### src/cdq_pkg.sv
// Shared types and constants for the circular deque.
`timescale 1ns / 1ps

package cdq_pkg;

  localparam int DEPTH_DEFAULT = 16;
  localparam int WORD_W = 32;
  localparam int COUNT_W = 5;

  typedef enum logic [2:0] {
    CMD_PUSH_BACK  = 3'd0,
    CMD_PUSH_FRONT = 3'd1,
    CMD_POP_FRONT  = 3'd2,
    CMD_POP_BACK   = 3'd3,
    CMD_PEEK_FRONT = 3'd4,
    CMD_PEEK_BACK  = 3'd5
  } cmd_t;

  typedef struct packed {
    logic               ok;
    logic               rd_ok;
    logic [COUNT_W-1:0] count;
    logic               is_empty;
    logic               is_full;
  } res_meta_t;

endpackage

### src/cdq_ram.sv
// Single-port synchronous word store with a registered read port.
`timescale 1ns / 1ps

module cdq_ram #(
  parameter int DEPTH = cdq_pkg::DEPTH_DEFAULT,
  parameter int AW = $clog2(DEPTH)
) (
  input  logic                       clk,
  input  logic                       we,
  input  logic                       re,
  input  logic [AW-1:0]              addr,
  input  logic [cdq_pkg::WORD_W-1:0] wdata,
  output logic [cdq_pkg::WORD_W-1:0] rdata
);

  logic [cdq_pkg::WORD_W-1:0] mem [DEPTH];

  always_ff @(posedge clk) begin
    if (we) begin
      mem[addr] <= wdata;
    end
    if (re) begin
      rdata <= mem[addr];
    end
  end

endmodule

### src/cdq_ctrl.sv
// Front index and count registers, command decode and store address generation.
`timescale 1ns / 1ps

module cdq_ctrl #(
  parameter int DEPTH = cdq_pkg::DEPTH_DEFAULT,
  parameter int AW = $clog2(DEPTH)
) (
  input  logic               clk,
  input  logic               rst,
  input  logic               accept,
  input  logic [2:0]         command,
  output logic               we,
  output logic               re,
  output logic [AW-1:0]      addr,
  output cdq_pkg::res_meta_t meta
);

  localparam int CW = $clog2(DEPTH + 1);
  localparam int SW = AW + 1;
  localparam logic [CW-1:0] FULL_C = CW'(DEPTH);
  localparam logic [SW-1:0] DEPTH_S = SW'(DEPTH);
  localparam logic [AW-1:0] LAST_C = AW'(DEPTH - 1);

  logic [AW-1:0] front, front_next;
  logic [CW-1:0] cnt, cnt_next;
  logic [SW-1:0] tail_sum;
  logic [AW-1:0] tail, back, front_dec, front_inc;
  logic          full, empty, ok, rd_ok, wr, rd;

  always_comb begin
    full = (cnt == FULL_C);
    empty = (cnt == '0);
    tail_sum = {1'b0, front} + SW'(cnt);
    tail = (tail_sum >= DEPTH_S) ? AW'(tail_sum - DEPTH_S) : AW'(tail_sum);
    back = (tail == '0) ? LAST_C : tail - AW'(1);
    front_dec = (front == '0) ? LAST_C : front - AW'(1);
    front_inc = (front == LAST_C) ? '0 : front + AW'(1);

    front_next = front;
    cnt_next = cnt;
    addr = front;
    wr = 1'b0;
    rd = 1'b0;
    ok = 1'b0;
    rd_ok = 1'b0;
    unique case (cdq_pkg::cmd_t'(command))
      cdq_pkg::CMD_PUSH_BACK: begin
        if (!full) begin
          wr = 1'b1;
          addr = tail;
          cnt_next = cnt + CW'(1);
          ok = 1'b1;
        end
      end
      cdq_pkg::CMD_PUSH_FRONT: begin
        if (!full) begin
          wr = 1'b1;
          addr = front_dec;
          front_next = front_dec;
          cnt_next = cnt + CW'(1);
          ok = 1'b1;
        end
      end
      cdq_pkg::CMD_POP_FRONT: begin
        if (!empty) begin
          rd = 1'b1;
          front_next = front_inc;
          cnt_next = cnt - CW'(1);
          ok = 1'b1;
          rd_ok = 1'b1;
        end
      end
      cdq_pkg::CMD_POP_BACK: begin
        if (!empty) begin
          rd = 1'b1;
          addr = back;
          cnt_next = cnt - CW'(1);
          ok = 1'b1;
          rd_ok = 1'b1;
        end
      end
      cdq_pkg::CMD_PEEK_FRONT: begin
        if (!empty) begin
          rd = 1'b1;
          ok = 1'b1;
          rd_ok = 1'b1;
        end
      end
      cdq_pkg::CMD_PEEK_BACK: begin
        if (!empty) begin
          rd = 1'b1;
          addr = back;
          ok = 1'b1;
          rd_ok = 1'b1;
        end
      end
      default: begin
      end
    endcase

    we = accept & wr;
    re = accept & rd;
    meta.ok = ok;
    meta.rd_ok = rd_ok;
    meta.count = cdq_pkg::COUNT_W'(cnt_next);
    meta.is_empty = (cnt_next == '0);
    meta.is_full = (cnt_next == FULL_C);
  end

  always_ff @(posedge clk) begin
    if (rst) begin
      front <= '0;
      cnt <= '0;
    end else if (accept) begin
      front <= front_next;
      cnt <= cnt_next;
    end
  end

endmodule

### src/circular_deque.sv
// Circular deque: a ring store of signed words with push, pop and peek at either end.
//
// The command channel (cmd_valid, cmd_stall, command, data_in) takes one item,
// a push, pop or peek at the front or back. Every command item gives exactly one
// result item on the result channel (res_valid, res_stall, ok, data_out, count,
// is_empty, is_full). The result appears in the cycle after the command is taken,
// because the word store is a synchronous memory with a registered read port.
// The front index and the count live in registers and are updated as the command
// is taken, so one item per cycle is sustained while the result receiver does
// not stall; the single store port is the limit. A push onto a full deque, or a
// pop or peek on an empty one, reports ok low and changes nothing; data_out is
// zero unless a pop or peek succeeded. While the result receiver stalls, the
// pending result holds and cmd_stall is raised, so no further command is taken.
// A synchronous reset empties the deque and drops any pending result; the store
// contents are left as they are and are never read before being written again.
`timescale 1ns / 1ps

module circular_deque #(
  parameter int DEPTH = cdq_pkg::DEPTH_DEFAULT
) (
  input  logic                              clk,
  input  logic                              rst,
  input  logic                              cmd_valid,
  output logic                              cmd_stall,
  input  logic [2:0]                        command,
  input  logic signed [cdq_pkg::WORD_W-1:0] data_in,
  output logic                              res_valid,
  input  logic                              res_stall,
  output logic                              ok,
  output logic signed [cdq_pkg::WORD_W-1:0] data_out,
  output logic [cdq_pkg::COUNT_W-1:0]       count,
  output logic                              is_empty,
  output logic                              is_full
);

  localparam int AW = $clog2(DEPTH);

  logic                       accept;
  logic                       we, re;
  logic [AW-1:0]              addr;
  logic [cdq_pkg::WORD_W-1:0] rdata;
  cdq_pkg::res_meta_t         meta, meta_q;

  assign cmd_stall = res_valid & res_stall;
  assign accept = cmd_valid & ~cmd_stall;

  cdq_ctrl #(.DEPTH(DEPTH), .AW(AW)) u_ctrl (
    .clk    (clk),
    .rst    (rst),
    .accept (accept),
    .command(command),
    .we     (we),
    .re     (re),
    .addr   (addr),
    .meta   (meta)
  );

  cdq_ram #(.DEPTH(DEPTH), .AW(AW)) u_ram (
    .clk  (clk),
    .we   (we),
    .re   (re),
    .addr (addr),
    .wdata(data_in),
    .rdata(rdata)
  );

  always_ff @(posedge clk) begin
    if (rst) begin
      res_valid <= 1'b0;
    end else begin
      res_valid <= accept | cmd_stall;
    end
  end

  always_ff @(posedge clk) begin
    if (accept) begin
      meta_q <= meta;
    end
  end

  assign ok = meta_q.ok;
  assign data_out = meta_q.rd_ok ? rdata : '0;
  assign count = meta_q.count;
  assign is_empty = meta_q.is_empty;
  assign is_full = meta_q.is_full;

endmodule

### config.mk
export PLATFORM = sky130hd
export DESIGN_NAME = circular_deque
export DESIGN_NICKNAME = d
export VERILOG_FILES = /design/src/cdq_pkg.sv /design/src/cdq_ram.sv /design/src/cdq_ctrl.sv /design/src/circular_deque.sv
export SDC_FILE = /design/constraint.sdc
export NUM_CORES = 1
export LEC_CHECK = 0
export ABC_AREA = 1
export BUFFER_PORTS_ARGS = -buffer_cell sky130_fd_sc_hd__buf_2
export CORE_MARGIN = 2
export CORE_UTILIZATION = 50
export CTS_CLUSTER_DIAMETER = 30
export DETAILED_ROUTE_END_ITERATION = 10
export PLACE_DENSITY = 0.74
export SLEW_MARGIN = 20
export SYNTH_ARGS = -nofsm -noshare
export SYNTH_HDL_FRONTEND = slang
export SYNTH_SLANG_ARGS = --single-unit
### constraint.sdc
create_clock -name clk -period 5.9 [get_ports clk]
set_input_delay 1.475 -clock clk [delete_from_list [all_inputs] [get_ports clk]]
set_output_delay 1.475 -clock clk [all_outputs]
set_load 0.005 [all_outputs]
==> results.md <==
* Startpoint Class: register
* Final setup fails at 0
* Initial DRC Count at 1863
* CP max-delay cell: buf_4
* Synth top area share at 67.4%
* Yosys top cell by area: edfxtp_1
* Post-route ant nets at 0
* WL per Instance at 19.0 um
* Drt via density at 5.44
* Final setup margin at 1.97 ns
* Outcome: completed
* Hold buffers post-CTS at 0
* Final wirelength at 62300 um
* Via count at 17.8k
* Slew Limit Fails at 0
* Max Cap Viol at 0
* Clock sinks at 563
* Vias in the first global route at 17.9k
* Crit path required time at 6.42 ns
* Final #Nets at 2574
* Fmax at 255 MHz
* Hold Path Class: reg2reg
* Post_cts resized at 0
* Main synth FF type: edfxtp_1
* Crit. End Element: register
* Initial antenna violation count at 2
* Latest clock arrival within the worst-skew pair at 0.66 ns
* Final period util at 66.6%
* Max incr delay on CP at 0.66 ns
* DP Worst Slack at 1.42 ns
* Grt total ovfl at 0
* Core Footprint at 0.0487 mm^2
* Largest net degree at the start of global routing at 216
* Yosys warns at 0
* CP Max Fanout at 55
* Asr flop ratio synth at 0%
* Post-layout min period at 3.93 ns
* RD Place Congestion at 0.837
* Drt first pass iters at 5
* Slew margin rel. at 25.7%
* Total GRT Usage at 24.8%
* Post-DP HPWL at 32500 um
* Clock Skews at 0.0310 ns
* Worst Tran Pin Value at 1.11 ns
* Area Growth Syn to Fin at 19.7%
* Sequential share of the synthesized area at 68.2%
* Setup tns final at 0 ns
* Initial Utilization at 50.5%
* Top-count cell post-synth: nand2_1
* Post-synth cell types at 37
* CTS tree: done
* Maximum vdd drop at 0.272 mV
* Residual DRC at 0
* Top cells by count, synth: nand2_1 (1214), edfxtp_1 (553), nand3_1 (286)
* Hold Fails Final Rpt at 0
* Clock transition at path regs at 0.05 ns
* Syn_nets at 2492
* Root Driver: clkbuf_16
* CTS max path bufs at 3
* TritonCTS Buffers at 102
* Share of cells above drive strength 1 at 12.7%
* Htree depth at 3
* Crit path kind: reg2reg
* First-pass GRT wire length at 96900 um
* #FFs+latches synth at 563
* Post-synth EDFFs at 553
* Post-CTS Repair Setup Buffers at 0
* Synth area leaders: edfxtp_1 (67%), nand2_1 (18%), nand3_1 (5.8%), inv_1 (1.8%), buf_2 (1.7%)
* Mapped Avg Cell Area at 10.1 um^2
* Synth Cell Area at 0.0246 mm^2
* Die Area at 0.0511 mm^2
* PwrDens at 409 mW/mm^2
* Die Wd at 226 um
* Critical Path AT at 4.45 ns
* Row count at 81
* Leak at 12.6 nW
* Die Ht at 226 um
* Synthesized instance count at 2444
* RSZ-0062 raised after global routing: false
* CP most frequent cell: nand2_1
* CP cell instances: ha_1 -> fa_1 -> inv_1 -> ha_1 -> nand2_1 -> o211ai_1 -> o21ai_1 -> o22ai_4 -> buf_4 -> buf_4 -> nand2_1 -> nand2_1 -> nand2_1 -> nand2_1 -> inv_1 -> nand2_1
* I/O pin count at 81
* Port bufs at 80
## sequential cells by signal, indices dropped and copies added (netlist names)
signal        flops
count             5
is_empty          1
is_full           1
meta_q            1
ok                1
res_valid         1
u_ctrl.cnt        5
u_ctrl.front      4
u_ram.mem       512
u_ram.rdata      32
## cells in the final DEF, fill, tap and decap left out, drive strengths merged, types with 2 or more instances in the layout
cell type,netlist,final
a21oi,11,11
ha,8,8
or2,4,4
o21ai,14,14
nand3,287,287
nor3,2,2
nand4,4,4
clkinv,2,36
xnor2,2,2
edfxtp,553,553
clkinvlp,0,15
dfxtp,10,10
nor2,38,38
a31oi,5,5
bufinv,0,22
clkbuf,37,118
nand2,1214,1214
xor2,6,6
buf,101,116
inv,138,142
## logic make-up after synthesis
kind of cell,share of synthesized area (%)
simple gates,25.2
xor+xnor,0.284
flops,68.2
fa+ha+maj,0.488
buf+inv,4.87
compound gates,0.909
## per-layer routing
layer,track usage [%],vias to the layer above,wire (um)
met3,4.92,165,5660
li1,-,8249,-
met4,11.6,2,2180
met1,31.1,8519,24300
met2,41.6,908,30100
met5,0,-,16
## stage by stage
stage / utilization (%) / power [mW] / area (um^2) / instances / hold WS, ns
2_1_floorplan: - / 5.46 / 24600 / 2444 / 0.471
3_3_place_gp: 52.7 / 5.84 / 25700 / 3082 / 0.511
3_5_place_dp: 52.8 / 5.87 / 25700 / 3084 / 0.503
4_1_cts: 60.4 / 12.1 / 29400 / 3277 / 0.509
5_1_grt: 60.5 / 12.4 / 29500 / 3280 / 0.552
6_report: 60.5 / 12.1 / 29500 / 3280 / 0.513
## worst max-delay path, delay by kind of cell, from the launching register on
| kind | cells | cell delay (ns) |
|---|---|---|
| AO/OA/AOI/OAI | 3 | 0.43 |
| adder cells (fa/ha/maj) | 3 | 1.05 |
| buffers and inverters | 4 | 1.33 |
| flip-flops | 1 | 0.39 |
| AND/OR/NAND/NOR | 6 | 0.58 |
## area by class of cell
| cell class | count | area, um^2 |
|---|---|---|
| clock buffer | 118 | 2630 |
| multi-input combinational | 1603 | 6800 |
| timing repair buffer | 116 | 806 |
| antenna | 1 | 2.50 |
| tap | 664 | 831 |
| inverter | 140 | 531 |
| sequential | 563 | 16800 |
| fill | 3715 | 19200 |
| clock inverter | 75 | 1090 |
## where the power goes
| group | internal, mW | switching (mW) | leakage, nW | total, mW |
|---|---|---|---|---|
| registers | 4.49 | 0.0315 | 5.08 | 4.52 |
| logic | 0.352 | 0.951 | 5.75 | 1.30 |
| clock network | 4.18 | 2.05 | 1.75 | 6.24 |
## final timing paths
path,startpoint,endpoint,slack (ns),cells after the start
worst max-delay path,u_ctrl.front[0],u_ram.rdata[10],1.97,16
worst min-delay path,res_valid,res_valid,0.51,2
worst max register to register,u_ctrl.front[0],u_ram.rdata[10],1.97,16
worst min register to register,res_valid,res_valid,0.51,2
Power figures use the tool's default switching activity.
